**src/hdl/fate_pkg.sv**
```systemverilog
// fat entry table engine: shared types and constants
`timescale 1ns / 1ps
`default_nettype none
package fate_pkg;

  localparam int ENTRY_W = 28;
  localparam int CLASS_W = 3;
  localparam int CFG_IDX_W = 1;

  typedef enum logic [1:0] {
    CMD_RD_ENTRY  = 2'd0,
    CMD_WR_ENTRY  = 2'd1,
    CMD_LOAD_BYTE = 2'd2,
    CMD_RD_BYTE   = 2'd3
  } cmd_t;

  localparam logic [1:0] KIND_VALUE = 2'd0;
  localparam logic [1:0] KIND_EOC   = 2'd1;
  localparam logic [1:0] KIND_BAD   = 2'd2;

  localparam logic [1:0] MODE_12 = 2'd0;
  localparam logic [1:0] MODE_16 = 2'd1;

  localparam logic [CFG_IDX_W-1:0] CFG_WIDTH_MODE = 1'b0;
  localparam logic [CFG_IDX_W-1:0] CFG_CLUSTERS   = 1'b1;

  localparam logic [CLASS_W-1:0] CLS_FREE   = 3'd0;
  localparam logic [CLASS_W-1:0] CLS_LINK   = 3'd1;
  localparam logic [CLASS_W-1:0] CLS_BEYOND = 3'd2;
  localparam logic [CLASS_W-1:0] CLS_BAD    = 3'd3;
  localparam logic [CLASS_W-1:0] CLS_EOC    = 3'd4;

  localparam logic [ENTRY_W-1:0] MASK_12  = 28'h0000fff;
  localparam logic [ENTRY_W-1:0] MASK_16  = 28'h000ffff;
  localparam logic [ENTRY_W-1:0] MASK_32  = 28'hfffffff;
  localparam logic [ENTRY_W-1:0] EXT_16   = 28'h000f000;
  localparam logic [ENTRY_W-1:0] EXT_32   = 28'hffff000;
  localparam logic [ENTRY_W-1:0] CODE_EOC = 28'h0000fff;
  localparam logic [ENTRY_W-1:0] CODE_BAD = 28'h0000ff7;
  localparam logic [ENTRY_W-1:0] CODE_EOC_LO = 28'h0000ff8;

  typedef enum logic [2:0] {
    S_IDLE,
    S_CALC,
    S_RD_ADDR,
    S_RD_DATA,
    S_WR,
    S_DONE
  } state_t;

  typedef struct packed {
    logic [1:0]         mode;
    logic               odd;
    logic               is_last;
    logic               is_write;
    logic [1:0]         kind;
    logic [ENTRY_W-1:0] new_entry;
    logic [ENTRY_W-1:0] clusters;
  } codec_ctl_t;

  typedef struct packed {
    logic [ENTRY_W-1:0] value;
    logic [CLASS_W-1:0] cls;
    logic [3:0][7:0]    wr_bytes;
  } codec_res_t;

endpackage
`default_nettype wire

```
**src/hdl/fate_codec.sv**
```systemverilog
// fat entry table engine: entry unpack, merge and classification
`timescale 1ns / 1ps
`default_nettype none
module fate_codec
  import fate_pkg::*;
(
  input  wire codec_ctl_t       ctl,
  input  wire logic [3:0][7:0]  rd_bytes,
  output codec_res_t            res
);

  logic               m12, m16;
  logic [ENTRY_W-1:0] ext, mask, rd_val, wr_val, val;
  logic [15:0]        lo16;
  logic [ENTRY_W:0]   lim;
  logic [CLASS_W-1:0] cls;
  logic [3:0][7:0]    wr_bytes;

  assign m12  = (ctl.mode == MODE_12);
  assign m16  = (ctl.mode == MODE_16);
  assign ext  = m12 ? '0 : (m16 ? EXT_16 : EXT_32);
  assign mask = m12 ? MASK_12 : (m16 ? MASK_16 : MASK_32);
  assign lo16 = {rd_bytes[1], rd_bytes[0]};
  assign lim  = {1'b0, ctl.clusters} + (ENTRY_W+1)'(2);

  always_comb begin
    if (m12) begin
      rd_val = ctl.odd ? ENTRY_W'(lo16[15:4]) : ENTRY_W'(lo16[11:0]);
    end else if (m16) begin
      rd_val = ENTRY_W'(lo16);
    end else begin
      rd_val = {rd_bytes[3][3:0], rd_bytes[2], lo16};
    end
  end

  always_comb begin
    unique case (ctl.kind)
      KIND_EOC: wr_val = (CODE_EOC | ext) & mask;
      KIND_BAD: wr_val = (CODE_BAD | ext) & mask;
      default:  wr_val = ctl.new_entry & mask;
    endcase
  end

  assign val = ctl.is_write ? wr_val : rd_val;

  always_comb begin
    if (val == '0) begin
      cls = CLS_FREE;
    end else if (val == (CODE_BAD | ext)) begin
      cls = CLS_BAD;
    end else if (val >= (CODE_EOC_LO | ext)) begin
      cls = CLS_EOC;
    end else if ({1'b0, val} >= lim) begin
      cls = CLS_BEYOND;
    end else begin
      cls = CLS_LINK;
    end
  end

  always_comb begin
    wr_bytes[2] = wr_val[23:16];
    wr_bytes[3] = {rd_bytes[3][7:4], wr_val[27:24]};
    if (m12 && ctl.odd) begin
      wr_bytes[0] = {wr_val[3:0], rd_bytes[0][3:0]};
      wr_bytes[1] = wr_val[11:4];
    end else if (m12) begin
      wr_bytes[0] = wr_val[7:0];
      wr_bytes[1] = {(ctl.is_last ? 4'h0 : rd_bytes[1][7:4]), wr_val[11:8]};
    end else begin
      wr_bytes[0] = wr_val[7:0];
      wr_bytes[1] = wr_val[15:8];
    end
  end

  assign res.value    = val;
  assign res.cls      = cls;
  assign res.wr_bytes = wr_bytes;

endmodule
`default_nettype wire

```
**config.mk**
```make
export PLATFORM = sky130hd
export DESIGN_NAME = fate_codec
export DESIGN_NICKNAME = d
export VERILOG_FILES = /design/src/hdl/fate_pkg.sv /design/src/hdl/fate_codec.sv
export SDC_FILE = /design/constraint.sdc
export NUM_CORES = 1
export LEC_CHECK = 0
export BUFFER_PORTS_ARGS = -buffer_cell sky130_fd_sc_hd__buf_2
export CELL_PAD_IN_SITES_DETAIL_PLACEMENT = 1
export CELL_PAD_IN_SITES_GLOBAL_PLACEMENT = 1
export CORE_MARGIN = 2
export CORE_UTILIZATION = 28
export DETAILED_ROUTE_END_ITERATION = 8
export MAX_ROUTING_LAYER = met4
export PLACE_DENSITY_LB_ADDON = 0.1
export SYNTH_ARGS = -nofsm -noshare
export SYNTH_HDL_FRONTEND = slang
export SYNTH_SLANG_ARGS = --single-unit
```
**constraint.sdc**
```tcl
create_clock -name vclk -period 6.3
set_input_delay 1.575 -clock vclk [all_inputs]
set_output_delay 1.575 -clock vclk [all_outputs]
set_load 0.01 [all_outputs]
```
==> impl_results.rst, run 1 <==
.. list-table::
   :header-rows: 1

   * - Metric
     - Value
   * - Status
     - finished clean
   * - Number of nets in the final layout
     - 753
   * - Slew @ Worst Pin
     - between 500 and 600 ps
   * - GPL Wtd Cong
     - about 0.84
   * - Internal portion of total power
     - around 0.00017 W
   * - Initial antenna violation count
     - 0
   * - Area of the die
     - between 10000 and 15000 um^2
   * - Hold WC Path Type
     - in2out
   * - Leading post-synthesis cells by cell area
     - ha_1, a21oi_1, xnor2_1
   * - Hold violation total from the final report
     - 0
   * - Fin cells
     - 745
   * - Maximum number of pins on one net before global-route repair
     - 26
   * - Storage cell area
     - 0 um^2
   * - Pwr dens
     - 87.16 nW/um^2
   * - Crit path buffers/inverters
     - 3
   * - Slowest cell delay on critical path
     - 420 ps
   * - Number of remaining DRC errors
     - 0
   * - Average vias per placed instance
     - between 5 and 6
   * - Detailed-router iteration count before antenna repair
     - 4
   * - Proportion of total power due to net switching
     - 55.23%
   * - Post-synthesis cell type with the largest combined area
     - ha_1
   * - Portion of total power attributed to combinational logic
     - 100.0%
   * - Worst hold slack
     - 3150 ps
   * - Highest clock rate
     - approximately 160 MHz
   * - Global route total overflow
     - 0
   * - Data required, critical path
     - 4720 ps
   * - Number of instances in the synthesized netlist
     - 425
   * - Category of the critical setup timing path
     - in2out
   * - Std cell rows
     - 36
   * - Final WL
     - around 13000 um
   * - Post-DRT Antenna Nets
     - 0
   * - Standard cell core area
     - 9819 um^2
   * - Total design power
     - 0.0003771 W
   * - Total GRT Usage
     - 22.60%
   * - Family with the most delay on the worst path
     - compound AO/OA/AOI/OAI gates
   * - Synth warn
     - 0
   * - Sequential share of the synthesized area
     - 0%
   * - Library cell contributing the largest single delay on the critical path
     - or3_4
   * - Commonest cells after routing, fill and taps aside
     - buf_2, buf_4, ha_1
   * - Critical Path, Cell by Cell
     - buf_2 -> ha_4 -> or3_4 -> buf_12 -> o21a_1 -> mux2i_1 -> nor2_1 -> ha_1 -> and4_1 -> a41oi_1 -> a31oi_1 -> o31a_1 -> o311ai_4 -> o21ba_1 -> buf_2
   * - Share of final-layout standard cells stronger than drive strength 1
     - 41.18%
   * - First-pass GRT wire length
     - 20070 um
   * - Total count of max-transition violations in the final report
     - 0
   * - Most frequent standard cell in the layout excluding fill and tap cells
     - buf_2
   * - Post-Place Cells
     - 734
   * - Vias in the first global route
     - 4044
   * - Top-area cell type share of the netlist area
     - 19.37%
   * - Wire per inst
     - 17.11 um
   * - Total setup violations reported at the end of the flow
     - 0
   * - Leakage power summed over all cells
     - 2.174 nW
   * - Port-buffer cells
     - 150
   * - Number of cells traversed by the worst hold path
     - 0
   * - CTS Hold Bufs
     - 0
   * - Starting Density
     - 28.95%
   * - Via count of the routed design
     - 3942
   * - Cell variety after synth
     - 63
   * - Peak supply drop
     - 0.00002983 V
   * - Startpoint Class
     - input port
   * - Flip-flop and latch count
     - 0
   * - Endpoint of the worst hold path
     - res[30]
   * - Estimated wirelength of the detail-placed design
     - 11030 um
   * - Die Span X
     - 104.8 um
   * - Syn-to-layout area delta
     - 52.20%
   * - Clock share of power
     - 0%
   * - Final period util
     - a little over nine tenths
   * - Layout clock buffers
     - 0
   * - Total standard cell area after synthesis
     - approximately 2800 um^2
   * - Boundary Pins
     - 158
   * - Post-Synthesis Mean Instance Area
     - approximately 6.7 um^2
   * - Crit path capture type
     - primary output
   * - Hold Crit Start
     - rd_bytes[30]
   * - Net switching power of the design
     - 0.0002083 W
   * - Number of DRC violations after detailed-routing iteration 0
     - 98
   * - Number of nets in the synthesized netlist
     - between 500 and 600
   * - Total of max-cap violations
     - 0
   * - Crit path depth
     - 15
   * - Relative contribution of sequential cells to total power
     - 0%
   * - Utilization of the core after routing
     - 44.06%
   * - Die Y
     - 104.8 um
   * - Antenna cell count
     - 0
   * - Crit-path most repeated cell
     - buf_2
   * - Max-slew headroom
     - 65.49%
   * - Filler cell count
     - 1335
   * - Final critical delay including setup and external delays
     - 6171 ps
   * - Crit path max fanout
     - 8
   * - Endpoint arrival time on the critical path
     - between 4000 and 5000 ps
-- power by group through the flow --
stage	sequential (W)	combinational, W	clock, W
6_report	0	0.000377	0
2_1_floorplan	0	0.000187	0
3_5_place_dp	0	0.000349	0
4_1_cts	0	0.000356	0
5_1_grt	0	0.000417	0
3_3_place_gp	0	0.000343	0
-- synth_stat cells, types with 3 or more instances --
library cell  count
nor2_1           34
mux2i_1          12
buf_4             4
xnor2_1          17
clkbuf_1         11
nand2_1          35
a211oi_1          7
nor3_1           10
nand3_1          22
and3_1            9
o21a_1            3
inv_2             4
ha_1             44
nor2b_1           4
a22o_1            4
buf_1             4
o21ai_1           5
o211ai_1         12
nor3b_1           5
inv_1            25
nand4_1          11
nand2b_1         11
a21o_1            8
a21oi_1          36
and4_1            3
a31oi_1           8
xor2_1            8
o21ai_0          18
buf_2             4
o31ai_1           3
-- worst max-delay path by stage --
| stage | start | endpoint | slack, ps |
|---|---|---|---|
| final | ctl[57] | res[32] | 130 |
| after global routing | ctl[5] | res[32] | -20 |
| after CTS | ctl[56] | res[33] | 20 |
| after detailed placement | ctl[56] | res[32] | -70 |
| after global placement | ctl[56] | res[32] | -0.7 |
| after floorplan | ctl[56] | res[34] | 20 |
-- per-layer routing --
layer | part of all wire [%] | global-route usage, %
met5 | 0 | -
met4 | 1.7 | 3.714
met3 | 3.9 | 1.435
met2 | 50 | 41.09
met1 | 45 | 27.79
-- repair_timing --
item                       in CTS  in global routing
setup buffers                   0                 11
gates resized for setup         8                 42
pin swaps                       2                 32
setup endpoints to repair       3                  3
-- area by class of cell --
| type | count | area (um^2) | share of cell area, % |
|---|---|---|---|
| tap | 133 | 166.4 | 3.846 |
| timing repair buffer | 212 | 1266 | 29.27 |
| inverter | 29 | 108.9 | 2.516 |
| multi-input combinational | 371 | 2785 | 64.37 |
-- logic make-up (layout without fill, tap and decap cells) --
logic type                 Yosys count  in the layout  synth area share [%]
xor gates and xnor gates            25             25                 7.702
and+or+nand+nor                    163            163                 30.46
buffers and inverters               54            241                 8.362
adders and majority gates           44             44                 19.37
AOI/OAI and AO/OA                  127            127                 29.89
muxes                               12             12                 4.226
-- metrics by stage --
stage	setup WS (ps)	cell area, um^2	setup TNS [ps]
floorplan	22.51	2844	0
global placement	-0.6750	4015	-0.6750
detailed placement	-72.15	4015	-162.3
CTS	24.03	4054	0
global route	-16.87	4327	-20.41
finish	129.0	4327	0
Power figures use the tool's default switching activity.
==> run 2: changes to the inputs <==
- CORE_MARGIN: 2 -> not set
==> impl_results.rst, run 2 (same netlist as run 1, synthesis figures left out) <==
.. list-table::
   :header-rows: 1

   * - Metric
     - Value
   * - Antenna cell count
     - 0 (unchanged)
   * - Storage cell area
     - 0 um^2 (unchanged)
   * - Slew @ Worst Pin
     - 559.5 ps (+48.55 ps)
   * - Peak supply drop
     - 0.00002797 V (-6.2%)
   * - Max-slew headroom
     - 62.21% (-3.3 points)
   * - Startpoint Class
     - input port
   * - Endpoint of the worst hold path
     - res[28]
   * - Hold violation total from the final report
     - 0 (unchanged)
   * - Final Cell Area
     - 4463 um^2 (+3.2%)
   * - Share of final-layout standard cells stronger than drive strength 1
     - 43.41% (+2.2 points)
   * - Vias in the first global route
     - 3854 (-4.7%)
   * - Number of remaining DRC errors
     - 0 (unchanged)
   * - Data required, critical path
     - 4720 ps (about the same)
   * - Hold WC Path Type
     - in2out
   * - Final period util
     - 99.82% (+1.9 points)
   * - Most frequent standard cell in the layout excluding fill and tap cells
     - buf_2
   * - Wire per inst
     - 16.74 um (-2.2%)
   * - Category of the critical setup timing path
     - in2out
   * - Total of max-cap violations
     - 0 (unchanged)
   * - Number of DRC violations after detailed-routing iteration 0
     - 105 (+7.1%)
   * - Pwr dens
     - 88.20 nW/um^2 (+1.2%)
   * - Standard cell core area
     - 9819 um^2 (unchanged)
   * - Average vias per placed instance
     - 5.226 (-1.2%)
   * - Area used by multi-input combinational logic
     - 2873 um^2 (+3.1%)
   * - Die Y
     - 102.8 um (-1.9%)
   * - Boundary Pins
     - 158 (unchanged)
   * - Filler cell count
     - 1324 (-0.82%)
   * - Commonest cells after routing, fill and taps aside
     - buf_2, buf_4, ha_1
   * - Initial antenna violation count
     - 0 (unchanged)
   * - Port-buffer cells
     - 150 (unchanged)
   * - RSZ-0062 raised after global routing
     - true
   * - Post-DRT Antenna Nets
     - 0 (unchanged)
   * - Final critical delay including setup and external delays
     - 6289 ps (+117.5 ps)
   * - Library cell contributing the largest single delay on the critical path
     - or4_4
   * - Worst slack, placed
     - -123.7 ps (-51.57 ps)
   * - Total count of max-transition violations in the final report
     - 0 (unchanged)
   * - Number of nets in the final layout
     - 756 (+0.40%)
   * - Slack of the critical path
     - 11.42 ps (-117.5 ps)
   * - Maximum number of pins on one net before global-route repair
     - 22 (-15%)
   * - Endpoint arrival time on the critical path
     - 4710 ps (+110 ps)
   * - First-pass GRT wire length
     - 18640 um (-7.2%)
   * - Std cell rows
     - 36 (unchanged)
   * - GPL Wtd Cong
     - 0.8565 (+1.5%)
   * - Hold Crit Start
     - rd_bytes[28]
   * - Die Span X
     - 102.8 um (-1.9%)
   * - Crit path capture type
     - primary output
   * - Layout clock buffers
     - 0 (unchanged)
   * - Placed cell area
     - 4023 um^2 (+0.19%)
   * - Critical Path, Cell by Cell
     - buf_8 -> ha_4 -> or3_4 -> buf_6 -> and3_4 -> a21oi_4 -> nor2_2 -> ha_1 -> nand4_1 -> a2111o_1 -> or4_4 -> a21oi_2 -> buf_2
   * - Final WL
     - 12520 um (-1.8%)
   * - Global route total overflow
     - 0 (unchanged)
   * - Crit path max fanout
     - 6 (-2)
   * - Syn-to-layout area delta
     - 57.00%
   * - Via count of the routed design
     - 3909 (-0.84%)
   * - Number of cells traversed by the worst hold path
     - 0 (unchanged)
   * - Status
     - finished clean
   * - Area of the die
     - 10560 um^2 (-3.8%)
   * - Flip-flop and latch count
     - 0 (unchanged)
   * - Total GRT Usage
     - 23.00% (+0.40 points)
   * - Detailed-router iteration count before antenna repair
     - 4 (unchanged)
   * - Estimated wirelength of the detail-placed design
     - 10780 um (-2.3%)
   * - Slowest cell delay on critical path
     - 560 ps (+140 ps)
   * - Leakage power summed over all cells
     - 2.198 nW (+1.1%)
   * - Total setup violations reported at the end of the flow
     - 0 (unchanged)
   * - Starting Density
     - 28.95% (unchanged)
   * - Highest clock rate
     - 159.0 MHz (-1.9%)
-- run 2: cell types whose count changed in the layout (fill, tap and decap cells not counted), moves of 3 or more --
| cell | delta |
|---|---|
| o21ai_0 | -4 |
| nor2_1 | -3 |
| a31oi_1 | -3 |
| and4_1 | -3 |
| nor2_2 | +3 |
| buf_4 | +3 |
| and4_4 | +3 |
| o21ai_1 | +3 |
| a21oi_2 | -3 |
| a21oi_1 | +3 |
-- run 2: layout make-up --
type	instances	area share, %
multi-input combinational	371	64.37
tap	133	3.729
inverter	29	2.495
timing repair buffer	215	29.41
-- run 2: where the power goes --
| part | total, W | internal (W) | switching [W] |
|---|---|---|---|
| clock | 0 | 0 | 0 |
| combinational | 0.000394 | 0.000180 | 0.000214 |
| sequential | 0 | 0 | 0 |
-- run 2: stage by stage --
| stage | total power (W) | utilization [%] | hold WS (ps) | TNS (ps) | cells |
|---|---|---|---|---|---|
| global placement | 0.0003408 | 40.97 | 3150 | 0 | 735 |
| floorplan | 0.0001875 | - | 3242 | 0 | 425 |
| global route | 0.0004334 | 45.45 | 3150 | -197.0 | 748 |
| CTS | 0.0003535 | 41.25 | 3150 | 0 | 735 |
| detailed placement | 0.0003484 | 40.97 | 3150 | -282.3 | 735 |
| finish | 0.0003936 | 45.45 | 3150 | 0 | 748 |
-- run 2: timing repair --
action	in CTS	in global routing
setup buffers	0	13
endpoints found under the setup margin	3	3
pin swaps	1	33
hold buffers	0	0
gates resized for setup	5	74
-- run 2: how the worst max path moves through the flow --
| stage | from | end | cells after the start |
|---|---|---|---|
| 2_1_floorplan | ctl[56] | res[34] | 13 |
| 3_3_place_gp | ctl[61] | res[32] | 14 |
| 3_5_place_dp | ctl[56] | res[32] | 15 |
| 4_1_cts | ctl[56] | res[33] | 14 |
| 5_1_grt | ctl[57] | res[33] | 13 |
| 6_report | ctl[57] | res[33] | 13 |
-- run 2: layer usage --
layer,global-route usage (%),share of wire (%),up-vias
met1,28.34,44,1829
met2,43.69,51,118
met5,-,0,-
met3,0.4746,4.6,8
met4,0.9751,0.95,0
li1,-,-,1954
-- run 2: worst max-delay path, delay by kind of cell --
| kind | cells | cell delay, ps |
|---|---|---|
| adder cells (fa/ha/maj) | 2 | 590 |
| buffers and inverters | 3 | 380 |
| AND/OR/NAND/NOR | 5 | 1400 |
| AO/OA/AOI/OAI | 3 | 770 |
